[config.mk]
export PLATFORM = sky130hd
export DESIGN_NAME = priority_job_slice_scheduler_top_flat
export DESIGN_NICKNAME = d
export VERILOG_FILES = /design/src/rtl/core/pjs_pkg.sv /design/src/rtl/core/pjs_if.sv /design/src/rtl/core/pjs_datapath.sv /design/src/rtl/core/pjs_ctrl.sv /design/src/rtl/core/priority_job_slice_scheduler_top.sv /design/src/flat_wrapper.sv
export SDC_FILE = /design/constraint.sdc
export NUM_CORES = 2
export LEC_CHECK = 0
export ABC_AREA = 1
export BUFFER_PORTS_ARGS = -buffer_cell sky130_fd_sc_hd__buf_2
export CAP_MARGIN = 20
export CORE_ASPECT_RATIO = 1.5
export CORE_MARGIN = 1.5
export CORE_UTILIZATION = 57
export DETAILED_ROUTE_END_ITERATION = 6
export GPL_TIMING_DRIVEN = 0
export PLACE_DENSITY = 0.77
export SYNTH_ARGS = -nofsm -noshare
export SYNTH_HDL_FRONTEND = slang
export SYNTH_SLANG_ARGS = --single-unit
[constraint.sdc]
create_clock -name clock -period 11.9 [get_ports clock]
set_clock_uncertainty 0.2 [all_clocks]
set_input_delay 2.38 -clock clock [delete_from_list [all_inputs] [get_ports clock]]
set_output_delay 2.38 -clock clock [all_outputs]
set_load 0.1 [all_outputs]
[src/rtl/core/pjs_pkg.sv]
// package: types, constants and status codes of the priority job slice scheduler
package pjs_pkg;

   localparam int QUEUE_DEPTH = 16;
   localparam int CNT_W = $clog2(QUEUE_DEPTH + 1);
   localparam int IDX_W = $clog2(QUEUE_DEPTH);

   typedef enum logic [2:0] {
      ST_IDLE  = 3'd0,
      ST_RAN   = 3'd1,
      ST_FINAL = 3'd2,
      ST_ADDED = 3'd3,
      ST_FULL  = 3'd4
   } status_type;

   typedef enum logic {
      ACT_TICK = 1'b0,
      ACT_ADD  = 1'b1
   } action_type;

   typedef struct packed {
      logic [7:0]  tag;
      logic [15:0] length;
      logic [15:0] key;
   } slot_type;

   typedef struct packed {
      logic [7:0]  job_tag;
      logic [15:0] job_length;
      logic [15:0] job_priority;
      logic        action;
   } req_type;

   typedef struct packed {
      logic [2:0]  status;
      logic [7:0]  running_tag;
      logic [15:0] remaining_length;
      logic [4:0]  queued_count;
   } rsp_type;

   // commands from controller to datapath
   typedef struct packed {
      logic load;      // capture request
      logic search;    // step one search compare
      logic insert;    // shift-write insert
      logic pop;       // remove head
      logic dec;       // decrement head
      logic respond;   // load response register
   } cmd_type;

   // status from datapath to controller
   typedef struct packed {
      logic is_add;
      logic full;
      logic empty;
      logic search_done;
      logic head_final;
   } stat_type;

endpackage

[src/rtl/core/pjs_if.sv]
// valid/ready channel interfaces for requests and responses
interface pjs_req_if;
   logic             valid;
   logic             ready;
   pjs_pkg::req_type payload;
   modport source (output valid, output payload, input ready);
   modport sink (input valid, input payload, output ready);
endinterface

interface pjs_rsp_if;
   logic             valid;
   logic             ready;
   pjs_pkg::rsp_type payload;
   modport source (output valid, output payload, input ready);
   modport sink (input valid, input payload, output ready);
endinterface

[src/rtl/core/pjs_datapath.sv]
// datapath: sorted job store, insertion search, response register
module pjs_datapath (
   input  logic               clock,
   input  logic               reset,
   input  pjs_pkg::req_type   req_payload,
   input  pjs_pkg::cmd_type   cmd,
   output pjs_pkg::stat_type  stat,
   output pjs_pkg::rsp_type   rsp_payload
);

   pjs_pkg::slot_type             job_entries_ff [pjs_pkg::QUEUE_DEPTH];
   logic [pjs_pkg::CNT_W-1:0]     count_ff, count_in;
   logic [pjs_pkg::CNT_W-1:0]     pos_ff, pos_in;
   logic                          done_ff, done_in;
   pjs_pkg::req_type              req_ff;
   pjs_pkg::rsp_type              rsp_ff;
   logic [15:0]                   new_key;
   pjs_pkg::slot_type             new_slot;
   pjs_pkg::slot_type             head;
   pjs_pkg::slot_type             probe;
   logic                          final_slice;

   assign new_key  = req_ff.job_priority ^ 16'h8000;
   assign new_slot = '{tag: req_ff.job_tag, length: req_ff.job_length, key: new_key};
   assign head     = job_entries_ff[0];
   assign probe    = job_entries_ff[pos_ff[pjs_pkg::IDX_W-1:0]];
   assign final_slice = (head.length <= 16'd1);

   // status to controller
   assign stat.is_add      = req_ff.action == pjs_pkg::ACT_ADD;
   assign stat.full        = count_ff == pjs_pkg::CNT_W'(pjs_pkg::QUEUE_DEPTH);
   assign stat.empty       = count_ff == '0;
   assign stat.search_done = done_ff;
   assign stat.head_final  = final_slice;
   assign rsp_payload      = rsp_ff;

   // search position and count
   always_comb begin
      pos_in   = pos_ff;
      done_in  = done_ff;
      count_in = count_ff;
      if (cmd.load) begin
         pos_in  = '0;
         done_in = 1'b0;
      end else if (cmd.search && !done_ff) begin
         if (pos_ff >= count_ff || probe.key > new_key) begin
            done_in = 1'b1;
         end else begin
            pos_in = pos_ff + 1'b1;
         end
      end
      if (cmd.insert) begin
         count_in = count_ff + 1'b1;
      end else if (cmd.pop) begin
         count_in = count_ff - 1'b1;
      end
   end

   always_ff @(posedge clock) begin
      if (reset) begin
         count_ff <= '0;
         pos_ff   <= '0;
         done_ff  <= 1'b0;
      end else begin
         count_ff <= count_in;
         pos_ff   <= pos_in;
         done_ff  <= done_in;
      end
   end

   // request capture
   always_ff @(posedge clock) begin
      if (cmd.load) begin
         req_ff <= req_payload;
      end
   end

   // store shifting: insert moves tail up, pop moves all down
   always_ff @(posedge clock) begin
      for (int i = 0; i < pjs_pkg::QUEUE_DEPTH; i++) begin
         if (cmd.insert) begin
            if (pjs_pkg::CNT_W'(i) == pos_ff) begin
               job_entries_ff[i] <= new_slot;
            end else if (pjs_pkg::CNT_W'(i) > pos_ff && i > 0) begin
               job_entries_ff[i] <= job_entries_ff[i-1];
            end
         end else if (cmd.pop) begin
            if (i < pjs_pkg::QUEUE_DEPTH - 1) begin
               job_entries_ff[i] <= job_entries_ff[i+1];
            end
         end else if (cmd.dec && i == 0) begin
            job_entries_ff[0].length <= head.length - 16'd1;
         end
      end
   end

   // response register
   always_ff @(posedge clock) begin
      if (cmd.respond) begin
         rsp_ff.running_tag      <= 8'd0;
         rsp_ff.remaining_length <= 16'd0;
         rsp_ff.queued_count     <= 5'(count_in);
         if (stat.is_add) begin
            rsp_ff.status <= stat.full ? pjs_pkg::ST_FULL : pjs_pkg::ST_ADDED;
         end else if (stat.empty) begin
            rsp_ff.status <= pjs_pkg::ST_IDLE;
         end else begin
            rsp_ff.running_tag <= head.tag;
            if (final_slice) begin
               rsp_ff.status <= pjs_pkg::ST_FINAL;
            end else begin
               rsp_ff.status           <= pjs_pkg::ST_RAN;
               rsp_ff.remaining_length <= head.length - 16'd1;
            end
         end
      end
   end

`ifndef NO_ASSERTIONS
   a_count_bound: assert property (@(posedge clock) disable iff (reset)
      count_ff <= pjs_pkg::CNT_W'(pjs_pkg::QUEUE_DEPTH))
      else $error("job count beyond depth");
   a_no_ins_full: assert property (@(posedge clock) disable iff (reset)
      cmd.insert |-> !stat.full)
      else $error("insert into full store");
   a_no_pop_empty: assert property (@(posedge clock) disable iff (reset)
      cmd.pop |-> !stat.empty)
      else $error("pop from empty store");
`endif

endmodule

[src/rtl/core/pjs_ctrl.sv]
// controller: sequences capture, search, update and response
module pjs_ctrl (
   input  logic              clock,
   input  logic              reset,
   input  logic              req_valid,
   output logic              req_ready,
   output logic              rsp_valid,
   input  logic              rsp_ready,
   input  pjs_pkg::stat_type stat,
   output pjs_pkg::cmd_type  cmd
);

   typedef enum logic [3:0] {
      S_IDLE   = 4'b0001,
      S_SEARCH = 4'b0010,
      S_EXEC   = 4'b0100,
      S_RESP   = 4'b1000
   } state_type;

   state_type state_ff, state_in;
   logic      req_fire;

   assign req_ready = state_ff == S_IDLE;
   assign rsp_valid = state_ff == S_RESP;
   assign req_fire  = req_valid && req_ready;

   // next state and commands
   always_comb begin
      state_in = state_ff;
      cmd      = '0;
      case (state_ff)
         S_IDLE: begin
            if (req_fire) begin
               cmd.load = 1'b1;
               state_in = S_SEARCH;
            end
         end
         S_SEARCH: begin
            if (!stat.is_add || stat.full || stat.search_done) begin
               state_in = S_EXEC;
            end else begin
               cmd.search = 1'b1;
            end
         end
         S_EXEC: begin
            cmd.respond = 1'b1;
            if (stat.is_add) begin
               cmd.insert = !stat.full;
            end else if (!stat.empty) begin
               cmd.pop = stat.head_final;
               cmd.dec = !stat.head_final;
            end
            state_in = S_RESP;
         end
         S_RESP: begin
            if (rsp_ready) begin
               state_in = S_IDLE;
            end
         end
         default: state_in = S_IDLE;
      endcase
   end

   always_ff @(posedge clock) begin
      if (reset) begin
         state_ff <= S_IDLE;
      end else begin
         state_ff <= state_in;
      end
   end

`ifndef NO_ASSERTIONS
   a_onehot: assert property (@(posedge clock) disable iff (reset) $onehot(state_ff))
      else $error("state not one-hot");
   a_resp_hold: assert property (@(posedge clock) disable iff (reset)
      rsp_valid && !rsp_ready |=> rsp_valid)
      else $error("response dropped");
   a_exec_resp: assert property (@(posedge clock) disable iff (reset)
      cmd.respond |=> rsp_valid)
      else $error("response not shown after execute");
`endif

endmodule

[src/rtl/core/priority_job_slice_scheduler_top.sv]
// Top level of the priority job slice scheduler.
// A tick or dropped add goes from request to response without a search; an add first
// searches past the stored jobs ahead of its insertion point (0 to QUEUE_DEPTH - 1).
// One request at a time; the next is taken in the cycle after the response leaves.
// Reset (synchronous, active high) empties the store and returns to idle.
module priority_job_slice_scheduler_top (
   input logic  clock,
   input logic  reset,
   pjs_req_if.sink   req,
   pjs_rsp_if.source rsp
);

   pjs_pkg::cmd_type  cmd;
   pjs_pkg::stat_type stat;

   pjs_ctrl u_ctrl (
      .clock     (clock),
      .reset     (reset),
      .req_valid (req.valid),
      .req_ready (req.ready),
      .rsp_valid (rsp.valid),
      .rsp_ready (rsp.ready),
      .stat      (stat),
      .cmd       (cmd)
   );

   pjs_datapath u_datapath (
      .clock       (clock),
      .reset       (reset),
      .req_payload (req.payload),
      .cmd         (cmd),
      .stat        (stat),
      .rsp_payload (rsp.payload)
   );

endmodule
[src/flat_wrapper.sv]
// flat-port wrapper written by rule: the top's interface ports become plain ports
module priority_job_slice_scheduler_top_flat 
  (clock, reset, req_valid, req_payload, req_ready, rsp_valid, rsp_payload, rsp_ready);
  pjs_req_if req_i ();
  pjs_rsp_if rsp_i ();
  input logic clock;
  input logic reset;
  input wire logic [$bits(req_i.valid)-1:0] req_valid;
  input wire logic [$bits(req_i.payload)-1:0] req_payload;
  output wire logic [$bits(req_i.ready)-1:0] req_ready;
  output wire logic [$bits(rsp_i.valid)-1:0] rsp_valid;
  output wire logic [$bits(rsp_i.payload)-1:0] rsp_payload;
  input wire logic [$bits(rsp_i.ready)-1:0] rsp_ready;
  assign req_i.valid = req_valid;
  assign req_i.payload = req_payload;
  assign req_ready = req_i.ready;
  assign rsp_valid = rsp_i.valid;
  assign rsp_payload = rsp_i.payload;
  assign rsp_i.ready = rsp_ready;
  priority_job_slice_scheduler_top u_core (.clock(clock), .reset(reset), .req(req_i), .rsp(rsp_i));
endmodule
# Word level (Yosys, flattened, before mapping)
# Memory sizes are Yosys's and may differ from the RTL's. A register that Yosys moved wholly into a read port is not among the register bits.
# Cells that the tools add are included.
op_classes:
  n_reduce_logical: 17
  magnitude_cmp: 18
  muxes: 166
  eq_ne: 23
  n_bitwise: 33
  n_addsub: 4
op_table:
  columns: ["op", "count"]
  rows:
  - ["$mux W40", 30]
  - ["$mux W1", 120]
  - ["$eq A4 B5 Y1 const A", 8]
  - ["$gt A4 B5 Y1 const A", 8]
  - ["$or A1 B1 Y1", 31]
  - ["$mux W4", 6]
  - ["$eq A3 B5 Y1 const A", 4]
  - ["$gt A3 B5 Y1 const A", 4]
  - ["$gt A16 B16 Y1", 1]
  - ["$le A16 B1 Y1 const B", 1]
  - ["$mux W16", 1]
  - ["$pmux W4 S4", 1]
  - ["$sub A16 B1 Y16 const B", 1]
  - ["$add A5 B1 Y5 const B", 2]
  - ["$eq A2 B5 Y1 const A", 2]
  - ["$gt A2 B5 Y1 const A", 2]
  - ["$logic_not A5 Y1", 2]
  - ["$mux W5", 2]
  - ["$mux W2", 4]
  - ["$mux W3", 2]
  - ["$eq A1 B5 Y1 const A", 1]
  - ["$eq A5 B5 Y1 const B", 1]
  - ["$ge A5 B5 Y1", 1]
  - ["$gt A1 B5 Y1 const A", 1]
  - ["other kinds (15)", 25]
totals:
  mem_count: 1
  out_inout_bits: 34
  in_bits: 45
  wordCells: 274
  mem_bits_rw: 640
  register_bits: 88
memory_table:
  columns: ["memory", "depth", "width", "read_ports", "rd_ports_with_merged_regs", "wr", "line", "source"]
  rows:
  - ["u_core.u_datapath.job_entries_ff", 16, 40, 17, 1, 16, "pjs_datapath.sv:11", "pjs_pkg::slot_type job_entries_ff [pjs_pkg::QUEUE_DEPTH];"]

# Longest topological paths before layout
# An unclocked memory read counts as a cell.
logic_depth:
  depth_word: 11
  mapped_depth: 22
  ltp_nobuf: 21

# By module
# A second synthesis with hierarchy kept.
unflattened:
  hier_cells: 4333
  area_unflattened_um2: 38450.6
modules_own_cells:
  columns: ["mod", "cells_per_inst", "instances", "seq_area_each_um2", "area_each_um2"]
  rows:
  - ["pjs_datapath", 4289, 1, 21710.8, 38160.3]
  - ["pjs_ctrl", 44, 1, 80.1, 290.3]

# Worst setup path after synthesis
# Ideal clock, no wire load.
synth_timing:
  path_type: "reg2reg"
  startpoint: "register u_core.u_datapath.count_ff[0] (netlist bit)"
  endpoint: "memory u_core.u_datapath.job_entries_ff[12][0] (netlist bit), enable pin"
  period_less_slack_ps: 6733
  arrival_ps: 5956
  setup_ps: 577
  stages_incl_launch_ff: 11
  n_path_buf: 1
  t_required_ps: 11123
  setup_slack_ps: 5167
  path_cell_list: "dfxtp_1 > inv_1 > ha_1 > nand2_2 > nor2_4 > nand2_2 > nand2_4 > nor2_8 > inv_4 > buf_2 > o311ai_0"
synth_rtl:
  columns: ["item", "line", "source"]
  rows:
  - ["start, declared", "pjs_datapath.sv:12", "logic [pjs_pkg::CNT_W-1:0] count_ff, count_in;"]
  - ["start signal, assigned", "pjs_datapath.sv:65", "count_ff <= count_in;"]
  - ["end, declared", "pjs_datapath.sv:11", null]

==> qor.csv <==
metric,value,unit
core.rowCount,118,
syn_area_per_cell,8.64,um^2
finalMaxSlewViolations,0,
cp-end-kind,flop,
dieArea,0.0711,mm^2
dominantRegCellSynth,edfxtp_1,
synth_edf_count,713,
synth_top_cell_area_share,0.541,
syn_area,0.0396,mm^2
cp_slowest_cell,clkbuf_1,
vias,36400,
hpwl,113000,um
synth.area.top_cells,"edfxtp_1 54%, nand2_1 10%, o21ai_0 9.2%, inv_1 4.9%, a21oi_1 4.8%",
io_pins,79,
wl_met3,18800,um
postCtsHoldBufs,0,
timing.hold.ws,0.286,ns
ant_nets,0,
hp-class,flop to flop,
wirelength_met1,50400,um
die_height,326,um
synthCells,4584,
dr.pass1.iters,7,
cts-htree-levels,3,
crit_family,buffers and inverters,
routabilityCongestion,1.05,
io_buffers,77,
first_global_vias,34500,
peakVddDrop,0.000117,V
synth_largest_area_cell,edfxtp_1,
yosysWarnings,0,
grt_antenna_before_repair,8,
tightest_slew,1.22,ns
routedWlPerCell,26.0,um
max_stage_delay,0.67,ns
drive_gt1_frac,0.0782,
criticalPathCategory,flop to flop,
postRouteWirelength,149000,um
maxCapViolCount,0,
root_buffer,clkbuf_16,
ff2ff_path_depth,19,
r2r_slack,7.02,ns
relSlewSlack,0.187,
top_layer_used,met5,
powerDensity,130,mW/mm^2
status,"complete, but fails checks",
wl_met2,67600,um
synthArstFlopShare,0,
ys_ff_latch,732,
leakage,18.0,nW
arrival,5.21,ns
min_to,u_core.u_datapath.done_ff,
numCtsBuffers,74,
cp-start-kind,flop,
min-delay-start,u_core.u_datapath.done_ff,
drtIter0Drc,6197,
drc,2,
core_area,0.0689,mm^2
overflow,0,
critical_path_buf_inv_count,3,
ys_seq_area_frac,0.550,
rsz0062_at_grt,no,
final-setup-viol-count,0,
critPathMostFrequentCell,nand2_1,
initial_core_util,0.574,
hold_path_depth,2,
fin_nets,4837,
post-route-period-util,0.410,
synthesis.nets,4657,
syn2layout_area_growth,11.3,%
finalSetupTns,0,ns
clkSinkCount,732,
grtUsageTotal,0.415,
cts_buffer_depth,3,
violations,DRC,
grt_pass1_wl,215000,um
cts_tree,done,
required,12.24,ns
cts-resized-gates,0,
post-route-min-period,4.88,ns
cts_setup_buffers,0,
cp_max_fo,10,
clk_latency,0.68,ns
fmax,205,MHz
synth_cell_types,46,
path_clk_slew,0.07,ns
grt_max_degree,41,
final-hold-violation-count,0,
cp_cell_sequence,clkbuf_1 > clkbuf_1 > clkbuf_1 > a21oi_1 > o21ai_0 > o21ai_0 > o221ai_1 > nand2_1 > ha_1 > nand2_1 > nor2_1 > nand2_1 > nand2_1 > nand2_1 > nand2_1 > nand2_1 > nand3_1 > nand2_1 > a21oi_1,
routed_via_density,6.37,
die_w,218,um
==> tightest hold or removal path: stages (launching register included) <==
cell and delay (ns):
dfxtp_1 0.34, a21oi_1 0.04, nor2_1 0.07
==> cell usage in the layout (no fill, tap or decap), types with 4 or more instances in the layout <==
master and count:
nor2_1 212, buf_2 176, mux2i_1 17, nor2_4 5, nand4_1 21, a21oi_1 381
dfxtp_1 19, o21ai_4 5, buf_6 8, inv_1 520, bufinv_16 9, o21ai_0 722
nand2_1 1090, o221ai_1 30, buf_1 24, o211ai_1 135, nand3_1 67, o21ai_1 99
clkinv_1 19, o22ai_1 9, clkinv_8 4, clkinvlp_4 7, xor2_1 11, buf_4 26
a31oi_1 81, clkbuf_16 77, nor3_1 7, inv_2 11, nand2_2 11, edfxtp_1 713
clkbuf_1 227, buf_16 9, ha_1 28, clkinv_2 10
==> flip-flops by register name, indices dropped and copies added, names as in the netlist, named ones only <==
name,cells
u_core.u_datapath.job_entries_ff,640
u_core.u_datapath.rsp_payload,32
u_core.u_datapath.new_slot,24
u_core.u_datapath.new_key,15
u_core.u_datapath.count_ff,5
u_core.u_datapath.pos_ff,5
u_core.u_ctrl.state_ff,4
u_core.u_datapath.done_ff,1
u_core.u_datapath.req_ff,1
u_core.u_datapath.stat,1
==> routing by layer <==
metal  track usage  vias up
met5             0        -
met1         0.505    16800
met3        0.0959      695
met2         0.651     2887
li1              -    16000
met4         0.290       10
==> layout make-up <==
type,instances,area [um^2]
clock inverters,43,487
clock buffers,87,1960
repair buffers,104,810
flip-flops and latches,732,21800
diodes,2,5.00
inverters,538,2020
multi-input cells,2955,14300
plain buffers,359,1570
well taps,900,1130
fillers,5812,24900
==> worst max path at each step <==
stage / startpoint / endpoint / slack [ns] / cells after the start
after detailed placement: flop / flop / 7.24 / 17
after global routing: flop / flop / 6.79 / 17
after global placement: u_core.u_datapath.count_ff[0] / u_core.u_datapath.job_entries_ff[12][22] / 0.78 / 10
after floorplan: u_core.u_datapath.count_ff[0] / u_core.u_datapath.job_entries_ff[12][0] / 5.17 / 10
final: flop / flop / 7.02 / 19
after CTS: flop / flop / 7.20 / 17
==> cells in the mapped netlist, types with 21 or more instances <==
cell	n
nand3_1	69
buf_2	99
nand4_1	21
a21oi_1	381
o21ai_1	99
edfxtp_1	713
o221ai_1	30
clkbuf_1	217
o21ai_0	727
o211ai_1	135
ha_1	28
inv_1	521
a31oi_1	81
nand2_1	1094
nor2_1	213
buf_1	24
==> logic make-up (layout without fill, tap and decap cells) <==
family,Yosys count,after routing,synth area share
flops,732,732,0.550
buf+inv,897,1131,0.0907
compound gates,1469,1469,0.201
mux,17,17,0.00430
fa+ha+maj,28,28,0.00885
other cells,0,2,0
simple gates,1429,1429,0.143
xor+xnor,12,12,0.00265
==> power breakdown <==
part | total [mW] | internal [mW] | switching [mW]
logic | 0.392 | 0.128 | 0.264
clock network | 2.47 | 1.38 | 1.09
registers | 2.88 | 2.87 | 0.0125
==> stage by stage <==
step,cells,total power [mW],setup slack (ns),util,cell area [um^2]
floorplan,4584,3.19,5.17,-,39600
global placement,5561,3.29,0.780,0.596,41100
detailed placement,5588,3.31,7.24,0.604,41600
CTS,5718,5.70,7.20,0.639,44100
global route,5718,5.85,6.79,0.639,44100
finish,5720,5.74,7.02,0.639,44100
(Power assumes the default switching activity.)
